<file path="config.mk">
export PLATFORM = sky130hd
export DESIGN_NAME = utf8_to_code_point_decoder
export DESIGN_NICKNAME = d
export VERILOG_FILES = /design/src/sv/u8d_pkg.sv /design/src/sv/u8d_step.sv /design/src/sv/utf8_to_code_point_decoder.sv
export VERILOG_INCLUDE_DIRS = /design/src /design/src/sv
export SDC_FILE = /design/constraint.sdc
export NUM_CORES = 1
export LEC_CHECK = 0
export BUFFER_PORTS_ARGS = -buffer_cell sky130_fd_sc_hd__buf_2
export CAP_MARGIN = 0
export CORE_MARGIN = 4
export CORE_UTILIZATION = 40
export DETAILED_ROUTE_END_ITERATION = 8
export GPL_TIMING_DRIVEN = 0
export SETUP_SLACK_MARGIN = 0.15
export SLEW_MARGIN = 15
export SYNTH_ARGS = -nofsm -noshare
export SYNTH_HDL_FRONTEND = slang
export SYNTH_SLANG_ARGS = --single-unit
export TNS_END_PERCENT = 50
</file>
<file path="constraint.sdc">
create_clock -name clk -period 9.45 [get_ports clk]
set_input_delay 0.945 -clock clk [delete_from_list [all_inputs] [get_ports clk]]
set_output_delay 0.945 -clock clk [all_outputs]
set_load 0.02 [all_outputs]
</file>
<file path="src/sv/assert_macros.svh">
// ----------------------------------------------------------------------------
// Assertion macros
// Shared concurrent assertion helpers for the decoder RTL.
// ----------------------------------------------------------------------------
`ifndef ASSERT_MACROS_SVH
`define ASSERT_MACROS_SVH

`ifndef SYNTHESIS
`define ASSERT_PROP(label, clk, rst, prop) \
  label: assert property (@(posedge clk) disable iff (rst) prop) \
    else $error("assertion failed");
`define ASSERT_NEVER(label, clk, rst, expr) \
  label: assert property (@(posedge clk) disable iff (rst) !(expr)) \
    else $error("forbidden condition seen");
`else
`define ASSERT_PROP(label, clk, rst, prop)
`define ASSERT_NEVER(label, clk, rst, expr)
`endif

`endif

</file>
<file path="src/sv/u8d_pkg.sv">
// ----------------------------------------------------------------------------
// u8d_pkg
// Types, constants and lookup functions for the UTF-8 decoder.
// ----------------------------------------------------------------------------
`timescale 1ns / 1ps

package u8d_pkg;

  localparam int BYTE_W = 8;
  localparam int CP_W   = 32;
  localparam int CNT_W  = 3;

  typedef struct packed {
    logic              emit;
    logic [CP_W-1:0]   code_point;
    logic              overlength;
    logic [CP_W-1:0]   acc_next;
    logic [CNT_W-1:0]  bytes_left_next;
    logic [CNT_W-1:0]  seq_len_next;
  } step_res_t;

  function automatic logic [CNT_W-1:0] lead_ones(input logic [BYTE_W-1:0] b);
    logic [CNT_W-1:0] n;
    casez (b)
      8'b0???????: n = 3'd0;
      8'b10??????: n = 3'd1;
      8'b110?????: n = 3'd2;
      8'b1110????: n = 3'd3;
      8'b11110???: n = 3'd4;
      8'b111110??: n = 3'd5;
      default:     n = 3'd6;
    endcase
    return n;
  endfunction

  function automatic logic [CP_W-1:0] min_for_length(input logic [CNT_W-1:0] len);
    logic [CP_W-1:0] m;
    case (len)
      3'd2:    m = 32'h0000_0080;
      3'd3:    m = 32'h0000_0800;
      3'd4:    m = 32'h0001_0000;
      3'd5:    m = 32'h0011_0000;
      3'd6:    m = 32'h0400_0000;
      default: m = 32'h0000_0000;
    endcase
    return m;
  endfunction

endpackage

</file>
<file path="src/sv/u8d_step.sv">
// ----------------------------------------------------------------------------
// u8d_step
// Next-state and result logic for one byte of the decoder.
// ----------------------------------------------------------------------------
`timescale 1ns / 1ps

module u8d_step (
  input  logic [u8d_pkg::BYTE_W-1:0] byte_in,
  input  logic                       end_of_stream,
  input  logic [u8d_pkg::CP_W-1:0]   acc,
  input  logic [u8d_pkg::CNT_W-1:0]  bytes_left,
  input  logic [u8d_pkg::CNT_W-1:0]  seq_len,
  output u8d_pkg::step_res_t         res
);

  logic [u8d_pkg::CNT_W-1:0]  ones;
  logic [u8d_pkg::BYTE_W-1:0] lead_mask;
  logic [u8d_pkg::CP_W-1:0]   acc_shift;
  logic [u8d_pkg::CNT_W-1:0]  bl_dec;

  assign ones      = u8d_pkg::lead_ones(byte_in);
  assign lead_mask = 8'hff >> ones;
  assign acc_shift = {acc[u8d_pkg::CP_W-7:0], byte_in[5:0]};
  assign bl_dec    = bytes_left - 3'd1;

  always_comb begin
    res = '0;
    if (end_of_stream) begin
      res = '0;
    end else if (bytes_left == '0) begin
      if (ones == 3'd0) begin
        res.emit       = 1'b1;
        res.code_point = {24'd0, byte_in};
      end else if (ones == 3'd1) begin
        res.emit       = 1'b1;
        res.code_point = {25'd0, byte_in[6:0]};
      end else begin
        res.acc_next        = {24'd0, byte_in & lead_mask};
        res.bytes_left_next = ones - 3'd1;
        res.seq_len_next    = ones;
      end
    end else if (bl_dec != '0) begin
      res.acc_next        = acc_shift;
      res.bytes_left_next = bl_dec;
      res.seq_len_next    = seq_len;
    end else begin
      res.emit       = 1'b1;
      res.code_point = acc_shift;
      res.overlength = acc_shift[u8d_pkg::CP_W-1] ||
                       (acc_shift < u8d_pkg::min_for_length(seq_len));
    end
  end

endmodule

</file>
<file path="src/sv/utf8_to_code_point_decoder.sv">
// ----------------------------------------------------------------------------
// utf8_to_code_point_decoder
// Byte-serial UTF-8 decoder for sequences of up to six bytes.
// ----------------------------------------------------------------------------
// An accepted byte passes through the input register and then the result
// register before a valid result appears.
// Throughput is one byte per cycle while the output is not stalled.
// Synchronous active-high reset clears the decode state and both valid flags.
`timescale 1ns / 1ps

`include "assert_macros.svh"

module utf8_to_code_point_decoder (
  input  logic        clk,
  input  logic        rst,
  input  logic        s_axis_tvalid,
  output logic        s_axis_tready,
  input  logic [7:0]  s_axis_tdata,   // [7:0] byte_in
  input  logic        s_axis_tlast,   // end_of_stream
  output logic        m_axis_tvalid,
  input  logic        m_axis_tready,
  output logic [31:0] m_axis_tdata,   // [31:0] code_point
  output logic        m_axis_tuser    // [0] overlength
);

  logic                       in_valid;
  logic [u8d_pkg::BYTE_W-1:0] in_byte;
  logic                       in_last;

  logic [u8d_pkg::CP_W-1:0]   accumulator;
  logic [u8d_pkg::CNT_W-1:0]  bytes_left;
  logic [u8d_pkg::CNT_W-1:0]  sequence_length;

  u8d_pkg::step_res_t res;
  logic out_free;
  logic fire;

  assign out_free      = !m_axis_tvalid || m_axis_tready;
  assign fire          = in_valid && (out_free || !res.emit);
  assign s_axis_tready = !in_valid || fire;

  u8d_step u_step (
    .byte_in       (in_byte),
    .end_of_stream (in_last),
    .acc           (accumulator),
    .bytes_left    (bytes_left),
    .seq_len       (sequence_length),
    .res           (res)
  );

  always_ff @(posedge clk) begin
    if (rst) begin
      in_valid <= 1'b0;
    end else if (s_axis_tready) begin
      in_valid <= s_axis_tvalid;
    end
    if (s_axis_tready && s_axis_tvalid) begin
      in_byte <= s_axis_tdata;
      in_last <= s_axis_tlast;
    end
  end

  always_ff @(posedge clk) begin
    if (rst) begin
      accumulator     <= '0;
      bytes_left      <= '0;
      sequence_length <= '0;
    end else if (fire) begin
      accumulator     <= res.acc_next;
      bytes_left      <= res.bytes_left_next;
      sequence_length <= res.seq_len_next;
    end
  end

  always_ff @(posedge clk) begin
    if (rst) begin
      m_axis_tvalid <= 1'b0;
    end else if (out_free) begin
      m_axis_tvalid <= fire && res.emit;
    end
    if (fire && res.emit) begin
      m_axis_tdata <= res.code_point;
      m_axis_tuser <= res.overlength;
    end
  end

  `ASSERT_PROP(a_bytes_left_range, clk, rst, bytes_left <= 3'd5)
  `ASSERT_PROP(a_len_covers_left, clk, rst, (bytes_left != '0) |-> (sequence_length > bytes_left))
  `ASSERT_PROP(a_end_clears, clk, rst, (fire && in_last) |=> (bytes_left == '0))
  `ASSERT_NEVER(a_no_overwrite, clk, rst, m_axis_tvalid && !m_axis_tready && fire && res.emit)

endmodule
</file>
==> flow_metrics.tcl <==
set metrics [dict create \
    dieArea_um2 10300 \
    crit_buf_inv 2 \
    syn_area_per_cell_um2 10.8 \
    holdBufCountCts 0 \
    startpoint_type "register" \
    drive_gt1_frac 0.202 \
    synth_commonest_cells "edfxtp_1 (42), dfxtp_1 (34), and2_1 (31)" \
    avgViaCountPerCell 5.57 \
    drt_wl_total_um 7890 \
    grt_pass1_vias 2550 \
    synth-xor-area-share 0.00250 \
    synthArstFlopShare 0 \
    layout_min_cycle_time_ns 3.97 \
    ir_worst_vdd_mv 0.116 \
    gp_congestion 0.891 \
    cp_top_family "compound AO/OA/AOI/OAI gates" \
    min-delay-start "bytes_left[0]" \
    clkSlewWorstSetupHoldPaths_ns 0.07 \
    ys_top_cells_by_area "edfxtp_1 (36%), dfxtp_1 (19%), and2_1 (5.5%)" \
    cts.sinks 76 \
    tightest_slew_ns 1.02 \
    initial_utilization 0.418 \
    relSlewSlack 0.317 \
    placed_cells 477 \
    synth_top_cell_by_area "edfxtp_1" \
    ios 48 \
    finalPower_mw 0.743 \
    cts_root_buffer "clkbuf_8" \
    hold_class "register to register" \
    r2r_start "in_byte[3]" \
    drtPass1Iterations 4 \
    worst-path-stages 9 \
    diodes 0 \
    drv_slew 0 \
    wire_per_inst_um 16.0 \
    worstPathRequired_ns 8.51 \
    antenna_found_initial 0 \
    groute.usage.overall 0.163 \
    num_vias 2741 \
    synth_top_family_by_area "simple AND/OR/NAND/NOR gates" \
    yosys_most_used_dff "edfxtp_1" \
    syn2layout_area_growth_pct 18.0 \
    rsz0062_at_grt "false" \
    skew_ns 0.0124 \
    yosys.area_share.adder 0.0393 \
    p_per_area_nw_per_um2 180 \
    final_cell_count_no_fill 492 \
    syn_area_um2 3500 \
    tns_ns 0 \
    clockBufferDepth 2 \
    hold_viol_final 0 \
    yosysMostFrequentCell "edfxtp_1" \
    rows 33 \
    cts_resized 0 \
    ys_seq_area_frac 0.554 \
    status "finished, final reports clean" \
    final_nets 407 \
    cts_made_buffers 9 \
    die_w_um 102 \
    path_max_fanout 10 \
    dp_hpwl_um 5770 \
    slowest_delay_ns 0.52 \
    synth.distinct_cells 52 \
    ant_nets 0 \
    cts_tree "built" \
    synthMuxAreaShare 0 \
    drcViolationCount 0 \
    synth-edff-count 42 \
    design.core.area_um2 8380 \
    insertion_delay_ns 0.35 \
    grt_pass1_wl_um 12900 \
    synth_seq_cells 76 \
    crit_path_end_kind "primary output" \
    synthSimpleGateAreaFrac 0.194 \
    io_buffers 47 \
    dr.first_iter.drc_count 239 \
    synth_top_area_share 0.360 \
    die_height_um 102 \
    synth-compound-area-share 0.164 \
    yosysWarnings 0 \
    hold_depth 2 \
    drv_cap 0 \
    finalSetupViolations 0 \
    fin_crit_sh 0.420 \
    grt.overflow.total 0 \
    syn_inst 325 \
    critical_path_class "register to primary output" \
    arrival_ns 3.02 \
    fillCellCount 778 \
    reg2reg_depth 9 \
    crit_path_cell_trace "inv_1 -> o21ai_0 -> a31oi_1 -> ha_1 -> nor2_1 -> or3_4 -> a21oi_4 -> nand3_1 -> buf_2" \
    max_freq_ghz 0.252 \
    slowest_stage "a31oi_1" \
    worstSetupStartpoint "in_byte[3]" \
    htreeDepth 3 \
    synth_fp_nets 349 \
    grt_max_degree 34 \
    power_leakage_nw 1.49 \
    postCtsSetupBuffers 0 \
]
## per-layer routing
metal / part of all wire / GRT usage
met5: 0 / 0
met4: 0.018 / 0.0665
met3: 0.053 / 0.0379
met2: 0.47 / 0.251
met1: 0.46 / 0.221
## metrics by stage
step / setup slack, ns / utilization / hold WS [ns] / area, um2
detailed placement: 5.87 / 0.462 / 0.488 / 3870
global route: 5.27 / 0.493 / 0.524 / 4130
finish: 5.48 / 0.493 / 0.491 / 4130
floorplan: 6.20 / - / 0.459 / 3500
global placement: 5.54 / 0.462 / 0.480 / 3870
CTS: 5.47 / 0.493 / 0.499 / 4130
## power breakdown
part / switching (mW) / total (mW) / internal (mW)
combinational: 0.0398 / 0.0600 / 0.0202
clock: 0.121 / 0.322 / 0.202
sequential: 0.00492 / 0.361 / 0.356
## kinds of logic (layout without fill, tap and decap cells)
group           count (synthesis)  count (layout)
xor+xnor                        1               1
fa+ha+maj                      11              11
simple gates                  114             114
compound gates                 91              91
buf+inv                        32              94
flops                          76              76
## cell usage in the layout, fill, tap and decap left out, types with 6 or more instances in the layout
cell type  count
a21oi_1       30
and2_1        31
buf_2         49
clkbuf_1      12
clkbuf_8       9
dfxtp_1       34
edfxtp_1      42
ha_1          11
inv_1          9
nand2_1       12
nand3_1        9
nand4_1       25
nor2_1        10
o21ai_0        6
o21ai_1       24
## area by class of cell
cell class	count	area [um2]	share of cell area
Clock inverter	6	138	0.0333
Multi-Input combinational cell	217	1400	0.339
Sequential cell	76	1940	0.470
Tap cell	105	131	0.0318
Inverter	9	33.8	0.00817
Buffer	23	126	0.0306
Clock buffer	9	124	0.0300
Timing Repair Buffer	47	235	0.0569
## flip-flops by register name, indices dropped and copies added (netlist names)
register,flops
m_axis_tuser,1
in_byte,8
in_last,1
bytes_left,3
in_valid,1
accumulator,26
m_axis_tdata,32
sequence_length,3
m_axis_tvalid,1
## worst paths after layout
kind                        end  slack (ns)
setup / recovery  s_axis_tready        5.48
hold / removal    bytes_left[0]        0.49
setup reg to reg     in_byte[5]        5.99
hold reg to reg   bytes_left[0]        0.49
## worst register-to-register path, stage by stage (launching register included)
cell and delay, ns:
edfxtp_1 0.50, inv_1 0.08, o21ai_0 0.08, a31oi_1 0.52, inv_1 0.16, ha_1 0.25, nor2_1 0.32, or3_4 0.24
a21oi_4 0.09, a31oi_1 0.85
Note: power is estimated with default switching activity, not from simulation.
